===== config.mk =====
export PLATFORM = sky130hd
export DESIGN_NAME = stf_ctrl
export DESIGN_NICKNAME = d
export VERILOG_FILES = /design/src/sv/stf_pkg.sv /design/src/sv/stf_ctrl.sv
export SDC_FILE = /design/constraint.sdc
export NUM_CORES = 1
export LEC_CHECK = 0
export ABC_AREA = 1
export BUFFER_PORTS_ARGS = -buffer_cell sky130_fd_sc_hd__buf_2
export CORE_ASPECT_RATIO = 0.9
export CORE_MARGIN = 2
export CORE_UTILIZATION = 50
export CTS_CLUSTER_DIAMETER = 80
export DETAILED_ROUTE_END_ITERATION = 6
export PLACE_DENSITY = 0.81
export SLEW_MARGIN = 20
export SYNTH_ARGS = -nofsm -noshare
export SYNTH_HDL_FRONTEND = slang
export SYNTH_SLANG_ARGS = --single-unit

===== constraint.sdc =====
create_clock -name clk -period 5.6 [get_ports clk]
set_clock_uncertainty 0.2 [all_clocks]
set_input_delay 0.28 -clock clk [delete_from_list [all_inputs] [get_ports clk]]
set_output_delay 0.28 -clock clk [all_outputs]
set_load 0.1 [all_outputs]

===== src/sv/stf_pkg.sv =====
// Shared types and constants of the SLIP transmit framer.
package stf_pkg;

  localparam int TX_BUF_DEPTH_DEF = 1024;

  localparam int NUM_SLOTS  = 3;  // store writes one item can cause
  localparam int NUM_BANKS  = 4;  // store banks, selected by position bits [1:0]
  localparam int LOW_BYTES  = 2;  // positions held in flops instead of the banks

  localparam logic [7:0] SLIP_END     = 8'hC0;
  localparam logic [7:0] SLIP_ESC     = 8'hDB;
  localparam logic [7:0] SLIP_ESC_END = 8'hDC;
  localparam logic [7:0] SLIP_ESC_ESC = 8'hDD;

  typedef enum logic [1:0] {
    ACT_WRITE = 2'd0,
    ACT_DONE  = 2'd1,
    ACT_READ  = 2'd2,
    ACT_NONE  = 2'd3
  } action_t;

  typedef struct packed {
    logic        start_transmit;
    logic [9:0]  chunk_start;
    logic [10:0] chunk_length;
    logic [15:0] pending_bytes;
    logic        overflow;
  } stf_status_t;

  typedef struct packed {
    logic [NUM_SLOTS-1:0] wr_en;
    logic                 rd_en;
  } stf_store_req_t;

endpackage


===== src/sv/stf_ctrl.sv =====
// SLIP encoding, store positions, pending count and chunk launch state.
module stf_ctrl #(
  parameter int DEPTH = stf_pkg::TX_BUF_DEPTH_DEF,
  parameter int POS_W = $clog2(DEPTH)
) (
  input  logic                    clk,
  input  logic                    rst_n,
  input  logic                    accept,
  input  logic [1:0]              action,
  input  logic [7:0]              data_byte,
  input  logic                    frame_last,
  input  logic                    slip_mode,
  output stf_pkg::stf_store_req_t req,
  output logic [POS_W-1:0]        wr_pos  [stf_pkg::NUM_SLOTS],
  output logic [7:0]              wr_data [stf_pkg::NUM_SLOTS],
  output stf_pkg::stf_status_t    status
);
  import stf_pkg::*;

  localparam int PW = $clog2(DEPTH + 1);  // write_pos and chunk length reach DEPTH

  typedef struct packed {
    logic          busy;
    logic [PW-1:0] len;
  } launch_t;

  function automatic logic [POS_W-1:0] wrap_pos(input logic [PW-1:0] p);
    return (32'(p) >= 32'(DEPTH)) ? '0 : POS_W'(p);
  endfunction

  // Cut the chunk at the end of the store.
  function automatic launch_t launch(input logic [15:0] pc, input logic [POS_W-1:0] rp);
    launch_t l;
    l.busy = (pc != 16'd0);
    if (pc == 16'd0) begin
      l.len = '0;
    end else if ((32'(pc) + 32'(rp)) >= 32'(DEPTH)) begin
      l.len = PW'(32'(DEPTH) - 32'(rp));
    end else begin
      l.len = PW'(pc);
    end
    return l;
  endfunction

  logic [PW-1:0]    write_pos_r, write_pos_nxt;
  logic [POS_W-1:0] read_pos_r, read_pos_nxt;
  logic [15:0]      pending_r, pending_nxt;
  logic [PW-1:0]    chunk_len_r, chunk_len_nxt;
  logic             link_idle_r, link_idle_nxt;
  logic             started;

  logic [7:0]       enc_byte [NUM_SLOTS];
  logic [1:0]       enc_cnt;
  logic [POS_W-1:0] pos [NUM_SLOTS];
  logic [PW-1:0]    rp_sum;
  logic [POS_W-1:0] rp_done;
  logic [15:0]      pend_write;
  logic [15:0]      pend_done;
  launch_t          l_write;
  launch_t          l_done;

  // In SLIP mode escape END and ESC and append END at frame end; raw mode copies the byte.
  always_comb begin
    enc_byte[0] = data_byte;
    enc_byte[1] = SLIP_END;
    enc_byte[2] = SLIP_END;
    enc_cnt     = 2'd1;
    if (slip_mode && (data_byte == SLIP_END)) begin
      enc_byte[0] = SLIP_ESC;
      enc_byte[1] = SLIP_ESC_END;
      enc_cnt     = 2'd2;
    end else if (slip_mode && (data_byte == SLIP_ESC)) begin
      enc_byte[0] = SLIP_ESC;
      enc_byte[1] = SLIP_ESC_ESC;
      enc_cnt     = 2'd2;
    end
    if (slip_mode && frame_last) begin
      enc_cnt = enc_cnt + 2'd1;
    end
  end

  always_comb begin
    pos[0] = wrap_pos(write_pos_r);
    pos[1] = wrap_pos(PW'(pos[0]) + PW'(1));
    pos[2] = wrap_pos(PW'(pos[1]) + PW'(1));
  end

  assign pend_write = pending_r + 16'(enc_cnt);
  assign pend_done  = pending_r - 16'(chunk_len_r);
  assign rp_sum     = PW'(read_pos_r) + chunk_len_r;
  assign rp_done    = (32'(rp_sum) >= 32'(DEPTH)) ? '0 : POS_W'(rp_sum);
  assign l_write    = launch(pend_write, read_pos_r);
  assign l_done     = launch(pend_done, rp_done);

  always_comb begin
    write_pos_nxt = write_pos_r;
    read_pos_nxt  = read_pos_r;
    pending_nxt   = pending_r;
    chunk_len_nxt = chunk_len_r;
    link_idle_nxt = link_idle_r;
    started       = 1'b0;
    unique case (action_t'(action))
      ACT_WRITE: begin
        unique case (enc_cnt)
          2'd1:    write_pos_nxt = PW'(pos[0]) + PW'(1);
          2'd2:    write_pos_nxt = PW'(pos[1]) + PW'(1);
          default: write_pos_nxt = PW'(pos[2]) + PW'(1);
        endcase
        pending_nxt = pend_write;
        if (link_idle_r) begin
          chunk_len_nxt = l_write.len;
          link_idle_nxt = !l_write.busy;
          started       = l_write.busy;
        end
      end
      ACT_DONE: begin
        pending_nxt   = pend_done;
        read_pos_nxt  = rp_done;
        chunk_len_nxt = l_done.len;
        link_idle_nxt = !l_done.busy;
        started       = l_done.busy;
      end
      ACT_READ: begin
      end
      ACT_NONE: begin
      end
    endcase
  end

  always_ff @(posedge clk) begin
    if (!rst_n) begin
      write_pos_r <= '0;
      read_pos_r  <= '0;
      pending_r   <= '0;
      chunk_len_r <= '0;
      link_idle_r <= 1'b1;
    end else if (accept) begin
      write_pos_r <= write_pos_nxt;
      read_pos_r  <= read_pos_nxt;
      pending_r   <= pending_nxt;
      chunk_len_r <= chunk_len_nxt;
      link_idle_r <= link_idle_nxt;
    end
  end

  always_comb begin
    for (int k = 0; k < NUM_SLOTS; k++) begin
      req.wr_en[k] = accept && (action_t'(action) == ACT_WRITE) && (2'(k) < enc_cnt);
      wr_pos[k]    = pos[k];
      wr_data[k]   = enc_byte[k];
    end
    req.rd_en = accept && (action_t'(action) == ACT_READ);
  end

  assign status.start_transmit = started;
  assign status.chunk_start    = 10'(read_pos_nxt);
  assign status.chunk_length   = 11'(chunk_len_nxt);
  assign status.pending_bytes  = pending_nxt;
  assign status.overflow       = (32'(pending_nxt) > 32'(DEPTH));

endmodule


==> Word level (Yosys, flattened, before mapping) <==
Index checks and enable logic that the tools add are counted.
{ "totals": {"output_inout_bits": 97, "register_bits": 49} }
{ "op_classes": {"magnitude_cmp": 10, "eq_ne": 6, "n_reduce_logical": 18, "n_mux": 22, "n_addsub": 11} }
{ "ops": {"columns": ["cell", "n"], "rows": [
  ["11-bit two-way mux", 5],
  ["10-bit two-way mux", 5],
  ["11-bit >= comparator, second input constant", 4],
  ["11-bit one-hot mux with 2 select lines", 2],
  ["16-bit by 10-bit adder with 17-bit output", 2],
  ["17-bit by 11-bit >= comparator with 1-bit output, second input constant", 2],
  ["10-bit by 1-bit adder with 11-bit output, second input constant", 3],
  ["16-bit zero test", 2],
  ["16-bit two-way mux", 2],
  ["16-bit one-hot mux with 2 select lines", 1],
  ["16-bit nonzero test", 2],
  ["11-bit by 10-bit subtractor with 11-bit output, first input constant", 2],
  ["16-bit by 2-bit adder with 16-bit output", 1],
  ["8-bit equality test, second input constant", 2],
  ["16-bit by 11-bit greater-than comparator with 1-bit output, second input constant", 1],
  ["16-bit by 11-bit subtractor with 16-bit output", 1],
  ["10-bit by 11-bit adder with 11-bit output", 1],
  ["1-bit logical AND", 8],
  ["2-bit two-way mux", 3],
  ["2-bit by 1-bit equality test with 1-bit output, second input constant", 2],
  ["2-bit equality test, second input constant", 2],
  ["1-bit by 2-bit less-than comparator with 1-bit output, first input constant", 2],
  ["1-bit one-hot mux with 2 select lines", 2],
  ["2-bit AND reduction", 2],
  ["6 further kinds", 8]
]} }

==> Logic depth before layout (Yosys ltp) <==
{ "depth": {"ltp_word": 13, "ltp_mapped": 33, "mapped_depth_nobuf": 33} }

==> Worst setup path before layout <==
No wires, ideal clock.
{ "synth_timing": {"path_type": "input to output", "startpoint": "input port slip_mode", "endpoint": "output port status[23] (netlist name)", "cell_stages": 29, "slack_ns": -0.901, "t_arrival_ns": 6.021, "cell_sequence": "inv_1 nor3_1 nand4_1 nand2_1 nor2_1 inv_1 nand2_1 ha_1 inv_1 fa_1 nor2_2 nand2_1 xor2_1 inv_1 ha_1 a21oi_1 nand2_1 nor2_1 nand2_1 nand2_1 nand2_1 nor2_1 nand3_1 buf_2 nand2_1 nand3_1 nand2_1 nand2_1 a22oi_1"} }
{ "synth_rtl": {"columns": ["element", "line", "source"], "rows": [
  ["start, declared", "stf_ctrl.sv:12", "input logic slip_mode,"],
  ["end, declared", "stf_ctrl.sv:16", "output stf_pkg::stf_status_t status"]
]} }

==> results.yml <==
synth:
  synth_cells: 1348
  synthAdderAreaFrac: 0.0998
  ys_warn_count: 0
  synthSimpleGateAreaFrac: 0.442
  synth_area_leaders: "nand2_1, dfxtp_1, inv_1, ha_1, nand3_1"
  ys_seq_area_frac: 0.133
  syn_area_sq_mm: 0.00740
  ys_types: 48
  synth_top_area_cell: "nand2_1"
  synth.area.mux_share: 0
  synth_top_cell_area_share: 0.224
  yosysMostFrequentCell: "nand2_1"
  yosys_register_bits: 49
  synth_top_family_by_area: "simple AND/OR/NAND/NOR gates"
  ys.flop_type: "dfxtp_1"
  synth_edf_count: 0
  synthArstFlopShare: 0
  synthTopCellsByCount: "nand2_1, inv_1, nor2_1"
  synth_compound_area_frac: 0.145
  synth_xor_area_frac: 0.0260
  avgSynthCellArea_sq_um: 5.49
drt:
  drtPass1Iterations: 6
  ant_nets: 0
  vias_per_cell: 5.51
  drc: 0
  routed_wirelength_um: 26000
  num_vias: 8937
  drt_iter0_markers: 1244
  wire_per_inst_um: 16.1
final_layout:
  drive_above_1_share: 0.126
  antenna_cells: 0
  postLayoutCoreUtil: 0.575
  nFillCells: 1561
  area_growth_pct: 13.6
  fin_nets: 1493
sta:
  layout_setup_ws_ns: 0.410
  setup_viol: 0
  rsz0062_at_grt: "no"
  fmax_mhz: 193
  period_share: 0.927
  maxSlewViolCount: 0
  maxSlewHeadroom: 0.377
  worstMarginPinSlew_ns: 0.928
  hold_viol: 0
  fin_crit_ns: 5.19
  tns_ns: 0
  hold_slack_ns: 0.110
clock_tree:
  cts_tree: "done"
  clockRootBuffer: "clkbuf_16"
  cts.clk_slew.worst_paths_ns: 0.08
  htree_levels: 2
  clkLatencyLatePin_ns: 0.31
  cts_sinks: 49
  clockBufferDepth: 2
  cts_hold_buf: 0
  cts_made_buffers: 5
power:
  p_sw_mw: 1.47
  p_leak_nw: 4.77
  power.internal_mw: 1.00
  vdd_drop_max_uv: 262
  pwr-share-comb: 0.681
  power.share.clock: 0.149
  power.share.sequential: 0.170
  power.density_mw_per_mm2: 294
  p_sw_frac: 0.595
  power.total_mw: 2.47
worst_setup_path:
  required_ns: 5.12
  crit_type: "reg2out"
  critPathMaxFanout: 19
  startpoint_type: "register"
  cp-end-kind: "output pin"
  r2r_cells: 25
  worst_ep_arrival_time_ns: 4.71
floorplanning:
  fp-row-count: 42
  core_sq_mm: 0.0146
  start_util: 0.506
  die_h_um: 119
  die_w_um: 132
  boundaryPins: 112
  die-area_sq_mm: 0.0158
status:
  status: "finished, final reports clean"
global_route:
  grt_pass1_wl_um: 40400
  grt_pass1_vias: 7628
  grt.overflow.total: 0
  grt_max_degree: 38
  grt_antenna_before_repair: 0
  grt.total_usage: 0.322
run:
  max-cap-violations: 0
placement:
  post-place-ws_ns: 0.0544
  dp_hpwl_um: 20900
  gp_congestion: 1.03
  port_buffers: 99
min_path:
  whs_path_depth: 3
  hold_path.class: "in2reg"
repair_timing:
action | 4_1_cts | 5_1_grt
setup buffers | 0 | 1
resized for setup | 0 | 8
endpoints found under the setup margin | 0 | 11
sequential cells by signal (all words and copies together) (netlist names):
signal       count
pending_r       16
write_pos_r     11
link_idle_r      1
chunk_len_r     11
read_pos_r      10
metal layers:
| metal | GRT usage | share of wire |
|---|---|---|
| met1 | 0.457 | 0.43 |
| met2 | 0.483 | 0.42 |
| met3 | 0.0762 | 0.12 |
| met4 | 0.0995 | 0.028 |
| met5 | 0 | 0 |
cells in the final DEF (no fill, tap or decap), drive strengths merged, types with 6 or more instances in the layout:
master	count
clkinv	6
dfxtp	49
nand4	36
nor3	13
buf	109
inv	223
o21bai	7
a21oi	86
nor2	123
xor2	18
conb	12
a22oi	13
o21ai	58
nand3	109
nand2	453
ha	51
clkbuf	6
o22ai	14
power by group through the flow:
| stage | Sequential [mW] | Combinational [mW] | Clock, mW |
|---|---|---|---|
| floorplan | 0.403 | 1.28 | 0 |
| global placement | 0.425 | 1.64 | 0 |
| detailed placement | 0.425 | 1.64 | 0 |
| CTS | 0.417 | 1.65 | 0.373 |
| global route | 0.422 | 1.81 | 0.383 |
| finish | 0.420 | 1.68 | 0.369 |
worst max-delay path: stages, from the launching register on:
cell	delay (ns)
dfxtp_1	0.35
ha_1	0.29
fa_1	0.48
nand3_1	0.14
nand4_1	0.12
nand2_2	0.25
inv_1	0.10
nor3_1	0.34
buf_4	0.23
ha_1	0.25
nand2_1	0.08
nand2_1	0.05
a21oi_1	0.11
nand2_1	0.07
nand2_1	0.05
nand2_1	0.05
nor2_1	0.08
nand2_1	0.07
nand2_1	0.11
nand4_4	0.29
o21ai_1	0.26
nand3_1	0.18
a22oi_2	0.24
buf_12	0.20
cells by family (layout without fill, tap and decap cells):
logic type | after synthesis | in the layout
xor gates and xnor gates | 19 | 19
adders and majority gates | 56 | 56
AOI/OAI and AO/OA | 192 | 192
and+or+nand+nor | 749 | 749
buffers and inverters | 281 | 346
DFF | 49 | 49
other | 2 | 12
final timing paths:
path,to,slack [ns],startpoint
worst min-delay path,write_pos_r[10],0.11,rst_n
worst max-delay path,status[20],0.41,chunk_len_r[0]
worst max register to register,chunk_len_r[10],1.18,chunk_len_r[0]
worst min register to register,write_pos_r[4],0.32,write_pos_r[4]
through the flow:
| step | cell area, sq um | std cells |
|---|---|---|
| after floorplan | 7490 | 1358 |
| after CTS | 8360 | 1620 |
| after global placement | 8190 | 1612 |
| after detailed placement | 8190 | 1612 |
| after global routing | 8400 | 1621 |
| final | 8400 | 1621 |
cell type report:
type | instances | area (sq um) | area share
multi-input combinational | 1028 | 5410 | 0.644
sequential | 49 | 981 | 0.117
inverter | 228 | 858 | 0.102
timing repair buffer | 110 | 731 | 0.0870
tap | 198 | 248 | 0.0295
clock buffer | 5 | 125 | 0.0149
clock inverter | 3 | 46.3 | 0.00551
Power figures use the tool's default switching activity.
